**src/hdl/sha256_pkg.sv**
```systemverilog
// Shared types, constants and round functions of the SHA-256 engine.
package sha256_pkg;

    localparam int CFG_IDX_W = 3;
    localparam int CFG_DATA_W = 64;

    typedef logic [31:0] t_word;
    typedef logic [7:0][31:0] t_chain;

    typedef enum logic [1:0] {
        S_IDLE,
        S_HASH,
        S_PAD,
        S_OUT
    } t_state;

    typedef enum logic [1:0] {
        PAD_MARK,
        PAD_ZERO,
        PAD_LEN,
        PAD_DONE
    } t_pad;

    typedef enum logic [CFG_IDX_W-1:0] {
        CFG_USE_INT = 3'd0,
        CFG_IV01    = 3'd1,
        CFG_IV23    = 3'd2,
        CFG_IV45    = 3'd3,
        CFG_IV67    = 3'd4,
        CFG_PRIOR   = 3'd5
    } t_cfg_idx;

    // Sequencer to compression unit.
    typedef struct packed {
        logic       push;
        logic [7:0] data;
        logic       load;
    } t_core_ctl;

    // Compression unit to sequencer.
    typedef struct packed {
        logic       busy;
        logic       done;
        logic [5:0] fill;
    } t_core_st;

    localparam t_chain STD_IV = {
        32'h5BE0CD19, 32'h1F83D9AB, 32'h9B05688C, 32'h510E527F,
        32'hA54FF53A, 32'h3C6EF372, 32'hBB67AE85, 32'h6A09E667
    };

    function automatic t_word rotr(t_word x, int n);
        return (x >> n) | (x << (32 - n));
    endfunction

    function automatic t_word big_sig0(t_word x);
        return rotr(x, 2) ^ rotr(x, 13) ^ rotr(x, 22);
    endfunction

    function automatic t_word big_sig1(t_word x);
        return rotr(x, 6) ^ rotr(x, 11) ^ rotr(x, 25);
    endfunction

    function automatic t_word small_sig0(t_word x);
        return rotr(x, 7) ^ rotr(x, 18) ^ (x >> 3);
    endfunction

    function automatic t_word small_sig1(t_word x);
        return rotr(x, 17) ^ rotr(x, 19) ^ (x >> 10);
    endfunction

    function automatic t_word round_k(logic [5:0] idx);
        t_word k;
        unique case (idx)
            6'd0:  k = 32'h428a2f98;  6'd1:  k = 32'h71374491;
            6'd2:  k = 32'hb5c0fbcf;  6'd3:  k = 32'he9b5dba5;
            6'd4:  k = 32'h3956c25b;  6'd5:  k = 32'h59f111f1;
            6'd6:  k = 32'h923f82a4;  6'd7:  k = 32'hab1c5ed5;
            6'd8:  k = 32'hd807aa98;  6'd9:  k = 32'h12835b01;
            6'd10: k = 32'h243185be;  6'd11: k = 32'h550c7dc3;
            6'd12: k = 32'h72be5d74;  6'd13: k = 32'h80deb1fe;
            6'd14: k = 32'h9bdc06a7;  6'd15: k = 32'hc19bf174;
            6'd16: k = 32'he49b69c1;  6'd17: k = 32'hefbe4786;
            6'd18: k = 32'h0fc19dc6;  6'd19: k = 32'h240ca1cc;
            6'd20: k = 32'h2de92c6f;  6'd21: k = 32'h4a7484aa;
            6'd22: k = 32'h5cb0a9dc;  6'd23: k = 32'h76f988da;
            6'd24: k = 32'h983e5152;  6'd25: k = 32'ha831c66d;
            6'd26: k = 32'hb00327c8;  6'd27: k = 32'hbf597fc7;
            6'd28: k = 32'hc6e00bf3;  6'd29: k = 32'hd5a79147;
            6'd30: k = 32'h06ca6351;  6'd31: k = 32'h14292967;
            6'd32: k = 32'h27b70a85;  6'd33: k = 32'h2e1b2138;
            6'd34: k = 32'h4d2c6dfc;  6'd35: k = 32'h53380d13;
            6'd36: k = 32'h650a7354;  6'd37: k = 32'h766a0abb;
            6'd38: k = 32'h81c2c92e;  6'd39: k = 32'h92722c85;
            6'd40: k = 32'ha2bfe8a1;  6'd41: k = 32'ha81a664b;
            6'd42: k = 32'hc24b8b70;  6'd43: k = 32'hc76c51a3;
            6'd44: k = 32'hd192e819;  6'd45: k = 32'hd6990624;
            6'd46: k = 32'hf40e3585;  6'd47: k = 32'h106aa070;
            6'd48: k = 32'h19a4c116;  6'd49: k = 32'h1e376c08;
            6'd50: k = 32'h2748774c;  6'd51: k = 32'h34b0bcb5;
            6'd52: k = 32'h391c0cb3;  6'd53: k = 32'h4ed8aa4a;
            6'd54: k = 32'h5b9cca4f;  6'd55: k = 32'h682e6ff3;
            6'd56: k = 32'h748f82ee;  6'd57: k = 32'h78a5636f;
            6'd58: k = 32'h84c87814;  6'd59: k = 32'h8cc70208;
            6'd60: k = 32'h90befffa;  6'd61: k = 32'ha4506ceb;
            6'd62: k = 32'hbef9a3f7;  6'd63: k = 32'hc67178f2;
            default: k = 32'h0;
        endcase
        return k;
    endfunction

endpackage

```
**src/hdl/sha256_core.sv**
```systemverilog
// Block buffer, message schedule and one-round-per-cycle compression unit.
module sha256_core (
    input  logic                  i_clk,
    input  logic                  i_rst_n,
    input  sha256_pkg::t_core_ctl i_ctl,
    input  sha256_pkg::t_chain    i_iv,
    output sha256_pkg::t_core_st  o_st,
    output sha256_pkg::t_chain    o_chain
);
    import sha256_pkg::*;

    // The block bytes and the schedule share one 16-word shift line.
    t_word      r_sched [16];
    t_chain     r_work;
    t_chain     r_chain;
    logic [5:0] r_fill;
    logic [5:0] r_round;
    logic       r_busy;
    logic       r_fold;

    logic   full_push;
    t_word  n_sched_word;
    t_word  t0;
    t_word  t1;
    t_chain n_work;

    assign full_push = i_ctl.push && (r_fill == 6'd63);

    always_comb begin
        n_sched_word = small_sig1(r_sched[14]) + r_sched[9]
                     + small_sig0(r_sched[1]) + r_sched[0];
        t0 = r_work[7] + big_sig1(r_work[4])
           + (r_work[6] ^ (r_work[4] & (r_work[5] ^ r_work[6])))
           + round_k(r_round) + r_sched[0];
        t1 = big_sig0(r_work[0])
           + (((r_work[0] | r_work[1]) & r_work[2]) | (r_work[0] & r_work[1]));
        n_work[7] = r_work[6];
        n_work[6] = r_work[5];
        n_work[5] = r_work[4];
        n_work[4] = r_work[3] + t0;
        n_work[3] = r_work[2];
        n_work[2] = r_work[1];
        n_work[1] = r_work[0];
        n_work[0] = t0 + t1;
    end

    always_ff @(posedge i_clk) begin
        if (!i_rst_n) begin
            r_fill  <= '0;
            r_round <= '0;
            r_busy  <= 1'b0;
            r_fold  <= 1'b0;
        end else begin
            r_fold <= r_busy && (r_round == 6'd63);
            if (i_ctl.push) begin
                r_fill <= r_fill + 6'd1;
            end
            if (full_push) begin
                r_busy  <= 1'b1;
                r_round <= '0;
            end else if (r_busy) begin
                r_round <= r_round + 6'd1;
                if (r_round == 6'd63) begin
                    r_busy <= 1'b0;
                end
            end
        end
    end

    // Shift bytes in while filling; shift words along while running rounds.
    always_ff @(posedge i_clk) begin
        if (i_ctl.push) begin
            for (int i = 0; i < 15; i++) begin
                r_sched[i] <= {r_sched[i][23:0], r_sched[i+1][31:24]};
            end
            r_sched[15] <= {r_sched[15][23:0], i_ctl.data};
        end else if (r_busy) begin
            for (int i = 0; i < 15; i++) begin
                r_sched[i] <= r_sched[i+1];
            end
            r_sched[15] <= n_sched_word;
        end
    end

    always_ff @(posedge i_clk) begin
        if (full_push) begin
            r_work <= r_chain;
        end else if (r_busy) begin
            r_work <= n_work;
        end
        if (i_ctl.load) begin
            r_chain <= i_iv;
        end else if (r_fold) begin
            for (int i = 0; i < 8; i++) begin
                r_chain[i] <= r_chain[i] + r_work[i];
            end
        end
    end

    assign o_st.busy = r_busy;
    assign o_st.done = r_fold;
    assign o_st.fill = r_fill;
    assign o_chain   = r_chain;

endmodule

```
**src/hdl/sha256_hash_engine.sv**
```systemverilog
// Top level of the SHA-256 engine: configuration, padding sequencer and digest output.
//
// SHA-256 over a byte stream, one byte per input word. A word with i_byte_present
// low carries no byte; a word with i_end_message high closes the message after its
// own byte, appends 0x80, zero fill and the 64-bit big-endian bit length, and then
// presents the eight digest words, index 0 first, o_last_word on index 7. A word is
// taken while the engine is idle; a word that completes a 64-byte block holds o_stall
// while the single round unit runs the 64 rounds and folds the result into the
// chaining value. After the closing word the padder pushes one byte per cycle,
// pausing before the length bytes and while a block is hashed, and runs one or two
// further blocks; the digest then appears as eight output words at the rate the
// receiver takes them. The configuration (standard or intermediate start, chaining
// words, prior byte count) is sampled when the first word of a message is taken;
// write it while the engine is idle. Indexes beyond the prior byte count register
// are ignored.
module sha256_hash_engine (
    input  logic                              i_clk,
    input  logic                              i_rst_n,
    // configuration write port
    input  logic                              i_cfg_we,
    input  logic [sha256_pkg::CFG_IDX_W-1:0]  i_cfg_index,
    input  logic [sha256_pkg::CFG_DATA_W-1:0] i_cfg_data,
    // byte input
    input  logic                              i_valid,
    output logic                              o_stall,
    input  logic [7:0]                        i_data_byte,
    input  logic                              i_byte_present,
    input  logic                              i_end_message,
    // digest output
    output logic                              o_valid,
    input  logic                              i_stall,
    output logic [31:0]                       o_digest_word,
    output logic [2:0]                        o_word_index,
    output logic                              o_last_word
);
    import sha256_pkg::*;

    // configuration
    logic        r_use_int;
    logic [63:0] r_iv [4];
    logic [31:0] r_prior;

    // sequencer
    t_state      r_state, n_state;
    t_pad        r_phase, n_phase;
    logic        r_end, n_end;
    logic        r_open, n_open;
    logic [2:0]  r_idx, n_idx;
    logic [63:0] r_len, n_len;

    t_core_ctl   core_ctl;
    t_core_st    core_st;
    t_chain      core_chain;
    t_chain      start_iv;
    logic        in_take;
    logic [63:0] len_base;
    logic [5:0]  len_shift;

    always_ff @(posedge i_clk) begin
        if (!i_rst_n) begin
            r_use_int <= 1'b0;
            r_prior   <= '0;
            for (int i = 0; i < 4; i++) begin
                r_iv[i] <= '0;
            end
        end else if (i_cfg_we) begin
            unique case (i_cfg_index)
                CFG_USE_INT: r_use_int <= i_cfg_data[0];
                CFG_IV01:    r_iv[0]   <= i_cfg_data;
                CFG_IV23:    r_iv[1]   <= i_cfg_data;
                CFG_IV45:    r_iv[2]   <= i_cfg_data;
                CFG_IV67:    r_iv[3]   <= i_cfg_data;
                CFG_PRIOR:   r_prior   <= i_cfg_data[31:0];
                default:     ;  // drop writes to unused indexes
            endcase
        end
    end

    // Starting chaining value: standard IV, or for an intermediate start even words from the upper halves.
    always_comb begin
        start_iv = STD_IV;
        if (r_use_int) begin
            for (int i = 0; i < 4; i++) begin
                start_iv[2*i]   = r_iv[i][63:32];
                start_iv[2*i+1] = r_iv[i][31:0];
            end
        end
    end

    assign in_take   = i_valid && (r_state == S_IDLE);
    assign len_base  = r_open ? r_len : (r_use_int ? {29'd0, r_prior, 3'd0} : 64'd0);
    // Length byte k of the trailer sits at bits 63-8k down.
    assign len_shift = {3'd7 - core_st.fill[2:0], 3'd0};

    always_comb begin
        n_state  = r_state;
        n_phase  = r_phase;
        n_end    = r_end;
        n_open   = r_open;
        n_idx    = r_idx;
        n_len    = r_len;
        core_ctl = '0;

        unique case (r_state)
            S_IDLE: begin
                if (in_take) begin
                    core_ctl.load = !r_open;
                    core_ctl.push = i_byte_present;
                    core_ctl.data = i_data_byte;
                    n_open  = 1'b1;
                    n_end   = i_end_message;
                    n_phase = PAD_MARK;
                    n_len   = len_base + (i_byte_present ? 64'd8 : 64'd0);
                    if (i_byte_present && core_st.fill == 6'd63) begin
                        n_state = S_HASH;
                    end else if (i_end_message) begin
                        n_state = S_PAD;
                    end
                end
            end
            S_HASH: begin
                if (core_st.done) begin
                    if (r_phase == PAD_DONE) begin
                        n_state = S_OUT;
                        n_idx   = '0;
                    end else if (r_end) begin
                        n_state = S_PAD;
                    end else begin
                        n_state = S_IDLE;
                    end
                end
            end
            S_PAD: begin
                unique case (r_phase)
                    PAD_MARK: begin
                        core_ctl.push = 1'b1;
                        core_ctl.data = 8'h80;
                        n_phase = PAD_ZERO;
                    end
                    PAD_ZERO: begin
                        if (core_st.fill == 6'd56) begin
                            n_phase = PAD_LEN;
                        end else begin
                            core_ctl.push = 1'b1;
                        end
                    end
                    PAD_LEN: begin
                        core_ctl.push = 1'b1;
                        core_ctl.data = 8'(r_len >> len_shift);
                        if (core_st.fill == 6'd63) begin
                            n_phase = PAD_DONE;
                        end
                    end
                    default: ;  // PAD_DONE waits in S_HASH
                endcase
                if (core_ctl.push && core_st.fill == 6'd63) begin
                    n_state = S_HASH;
                end
            end
            S_OUT: begin
                if (!i_stall) begin
                    n_idx = r_idx + 3'd1;
                    if (r_idx == 3'd7) begin
                        n_state = S_IDLE;
                        n_open  = 1'b0;
                        n_end   = 1'b0;
                        n_phase = PAD_MARK;
                    end
                end
            end
            default: n_state = S_IDLE;
        endcase
    end

    always_ff @(posedge i_clk) begin
        if (!i_rst_n) begin
            r_state <= S_IDLE;
            r_phase <= PAD_MARK;
            r_end   <= 1'b0;
            r_open  <= 1'b0;
            r_idx   <= '0;
        end else begin
            r_state <= n_state;
            r_phase <= n_phase;
            r_end   <= n_end;
            r_open  <= n_open;
            r_idx   <= n_idx;
        end
    end

    // Length is payload: started on the first word of every message and updated on every word taken.
    always_ff @(posedge i_clk) begin
        r_len <= n_len;
    end

    sha256_core u_core (
        .i_clk   (i_clk),
        .i_rst_n (i_rst_n),
        .i_ctl   (core_ctl),
        .i_iv    (start_iv),
        .o_st    (core_st),
        .o_chain (core_chain)
    );

    assign o_stall       = (r_state != S_IDLE);
    assign o_valid       = (r_state == S_OUT);
    assign o_digest_word = core_chain[r_idx];
    assign o_word_index  = r_idx;
    assign o_last_word   = (r_idx == 3'd7);

    // The digest is only shown once the compression unit has settled.
    a_out_quiet: assert property (@(posedge i_clk) disable iff (!i_rst_n)
        o_valid |-> !core_st.busy && !core_st.done)
        else $error("digest shown while compression runs");

    // Bytes reach the block buffer only between blocks.
    a_push_idle: assert property (@(posedge i_clk) disable iff (!i_rst_n)
        core_ctl.push |-> !core_st.busy && !core_st.done)
        else $error("byte pushed during compression");

    // A digest starts at word 0.
    a_first_word: assert property (@(posedge i_clk) disable iff (!i_rst_n)
        $rose(o_valid) |-> o_word_index == 3'd0)
        else $error("digest did not start at word 0");

    // The last word closes the message and leaves an empty block buffer.
    a_close: assert property (@(posedge i_clk) disable iff (!i_rst_n)
        (o_valid && !i_stall && o_last_word) |=>
            (r_state == S_IDLE && !r_open && core_st.fill == 6'd0))
        else $error("message not closed after last digest word");

endmodule

```
**config.mk**
```make
export PLATFORM = sky130hd
export DESIGN_NAME = sha256_hash_engine
export DESIGN_NICKNAME = d
export VERILOG_FILES = /design/src/hdl/sha256_pkg.sv /design/src/hdl/sha256_core.sv /design/src/hdl/sha256_hash_engine.sv
export SDC_FILE = /design/constraint.sdc
export NUM_CORES = 2
export LEC_CHECK = 0
export ABC_AREA = 0
export BUFFER_PORTS_ARGS = -buffer_cell sky130_fd_sc_hd__clkbuf_2
export CORE_ASPECT_RATIO = 0.75
export CORE_MARGIN = 1
export CORE_UTILIZATION = 58
export DETAILED_ROUTE_END_ITERATION = 12
export GPL_TIMING_DRIVEN = 0
export PLACE_DENSITY = 0.78
export SETUP_SLACK_MARGIN = 0.1
export SLEW_MARGIN = 0
export SYNTH_ARGS = -nofsm -noshare
export SYNTH_HDL_FRONTEND = slang
export SYNTH_HIERARCHICAL = 1
export SYNTH_SLANG_ARGS = --single-unit
```
**constraint.sdc**
```tcl
create_clock -name i_clk -period 8.5 [get_ports i_clk]
set_clock_uncertainty 0.15 [all_clocks]
set_input_delay 0.85 -clock i_clk [delete_from_list [all_inputs] [get_ports i_clk]]
set_output_delay 0.85 -clock i_clk [all_outputs]
set_load 0.01 [all_outputs]
```
==> impl_metrics.csv <==
group,metric,value,unit
layout,multi_input_area,46300,µm²
sta,max_freq,0.118,GHz
worst_setup_path,reg2reg_depth,26,
worst_setup_path,worstPathArrival,8.87,ns
hold_path,holdCritPathClass,"primary input to flop",
sta,worst_pin_slew,1.80,ns
clocking,ctsHoldBuffers,0,
worst_setup_path,rr_startpoint,"u_core/n_work[186]",
place,gp_congestion,1.16,
clocking,cts_tree,"built",
worst_setup_path,cp_common_cell,"fa_1",
logic_synthesis,syn_avg_cell_area,10.7,µm²
worst_setup_path,cp_slowest_stage_delay,0.55,ns
run_status,status,"finished, violations left",
sta,slew_headroom,-21.7,%
layout,ff_latch_area,42000,µm²
layout,stdcell_count,11300,
grt,first_global_vias,68200,
sta,drv_slew,15,
worst_setup_path,crit_required,8.93,ns
routing,num_vias,76100,
floorplanning,dieArea,160000,µm²
run_status,violations,"max-capacitance violations, max-slew violations",
routing,dr.pass1.iters,10,
worst_setup_path,critPathCaptureType,"flop",
logic_synthesis,synthCells,8591,
run,maxCapViolCount,4,
sta,fin_crit,8.44,ns
routing,drtIter0Drc,13500,
logic_synthesis,synth_area,91600,µm²
grt,antenna_found_initial,51,
place,port_buffers,119,
routing,drc,0,
floorplanning,fp.dieH,346,µm
logic_synthesis,yosysWarnings,6,
floorplanning,coreArea,156000,µm²
floorplanning,pin_count,120,
clocking,cts_inserted_buffers,148,
worst_setup_path,slowest_stage,"xor2_2",
logic_synthesis,syn-num-nets,9266,
sta,post-route-period-util,99.3,%
grt,grt_max_degree,74,
sta,final-setup-viol-count,0,
clocking,h-tree-depth,4,
worst_setup_path,crit_start,"u_core/n_work[186]",
routing,routed_via_density,6.75,
worst_setup_path,endpoint,"u_core/n_work[62]",
place,dp.cells,10800,
layout,syn_to_final_growth,10.4,%
sta,final.setup.tns,0,ns
sta,hold_slack,0.229,ns
floorplanning,start_util,58.8,%
layout,final_nets,9567,
routing,ant_nets,0,
floorplanning,num_rows,125,
sta,final_hold_viol_count,0,
layout,drive_gt1_share,12.7,%
grt,grt.overflow.total,0,
grt,grt_usage,44.9,%
worst_setup_path,ff2ff_setup_slack,0.06,ns
clocking,clockBufferDepth,3,
worst_setup_path,crit_type,"flop to flop",
clocking,clock_latency,0.85,ns
routing,wirelength,367000,µm
clocking,clockRootBuffer,"clkbuf_16",
sta,rsz0062_at_grt,"no",
clocking,cts.sinks,1429,
layout,fillers,12200,
place,dp_hpwl,288000,µm
grt,grt_pass1_wl,503000,µm
worst_setup_path,crit_path_start_kind,"flop",
routing,drt-wirelength-per-cell,32.5,µm
floorplanning,die_w,461,µm
worst_setup_path,reg2reg_to,"u_core/n_work[62]",
worst_setup_path,critPathMaxFanout,5,
clocking,clk_pin_slew,0.06,ns
state kept, by name, summed over array words and instances, names as in the netlist, 3 cells and up, named ones only:
| register | count |
|---|---|
| u_core/n_work | 192 |
| o_word_index | 3 |
| r_prior | 32 |
| u_core/r_fill | 6 |
| r_iv | 256 |
| r_len | 61 |
| u_core/r_sched | 512 |
| u_core/r_work | 64 |
| u_core/r_round | 6 |
| u_core/o_chain | 256 |
placed cells by master, fill, tap and decap left out, types with 194 or more instances in the layout:
cell type and instances:
fa_1 194, nand2_1 1282, nand2b_1 200, a21oi_1 419, ha_1 397, o21ai_0 541, clkbuf_1 391, and2_1 395
nor2_1 286, edfxtp_1 1341, xnor2_1 377, inv_1 461, xor2_1 198, mux2_2 532
worst max-delay path, delay by kind of cell, from the launching register on:
family | cells | cell delay [ns]
adder cells (fa/ha/maj) | 7 | 3.02
XOR/XNOR | 2 | 0.96
flip-flops | 1 | 0.41
buffers and inverters | 2 | 0.38
AO/OA/AOI/OAI | 12 | 2.57
AND/OR/NAND/NOR | 3 | 0.67
worst min-delay path by stage:
stage | slack (ns) | end | cells past startpoint | startpoint
floorplan | 0.29 | r_prior[0] | 2 | r_prior[0]
global placement | 0.30 | r_prior[0] | 2 | r_prior[0]
detailed placement | 0.30 | r_prior[0] | 2 | r_prior[0]
CTS | 0.20 | r_iv[1][32] | 2 | i_cfg_data[32]
global route | 0.22 | r_iv[1][32] | 2 | i_cfg_data[32]
finish | 0.23 | r_prior[7] | 3 | i_cfg_data[7]
metal layers:
layer | up-vias | part of all wire [%] | GRT usage (%) | routed length [µm]
met2 | 6592 | 36 | 54.0 | 133000
li1 | 31500 | - | - | -
met1 | 37100 | 38 | 62.8 | 141000
met3 | 829 | 21 | 29.0 | 77900
met5 | - | 0.48 | 12.0 | 1750
met4 | 30 | 3.7 | 14.1 | 13700
area by class of cell:
cell class                 count  share of cell area (%)
clock buffer                 189                    3.93
multi-input combinational   6250                    45.8
antenna                      168                   0.416
tap                         2095                    2.59
sequential                  1429                    41.6
inverter                     467                    1.73
clock inverter                86                   0.917
timing repair buffer         151                    1.24
buffer                       445                    1.77
what timing repair did:
item | CTS | global route
resized for setup | 26 | 44
pin swaps | 2 | 9
endpoints found under the hold margin | 0 | 0
setup endpoints to repair | 12 | 15
setup buffers | 3 | 5
per-stage QoR:
stage	utilization [%]	worst slack, ns	instance area (µm²)
2_1_floorplan	-	1.16	91600
3_3_place_gp	60.9	-3.25	94800
3_5_place_dp	61.3	-0.644	95500
4_1_cts	64.5	0.102	101000
5_1_grt	64.8	0.0996	101000
6_report	64.9	0.0587	101000
Power is left out: the tool's default activity adds up to more than one toggle a clock period on the data nets, which glitch-free logic cannot reach.
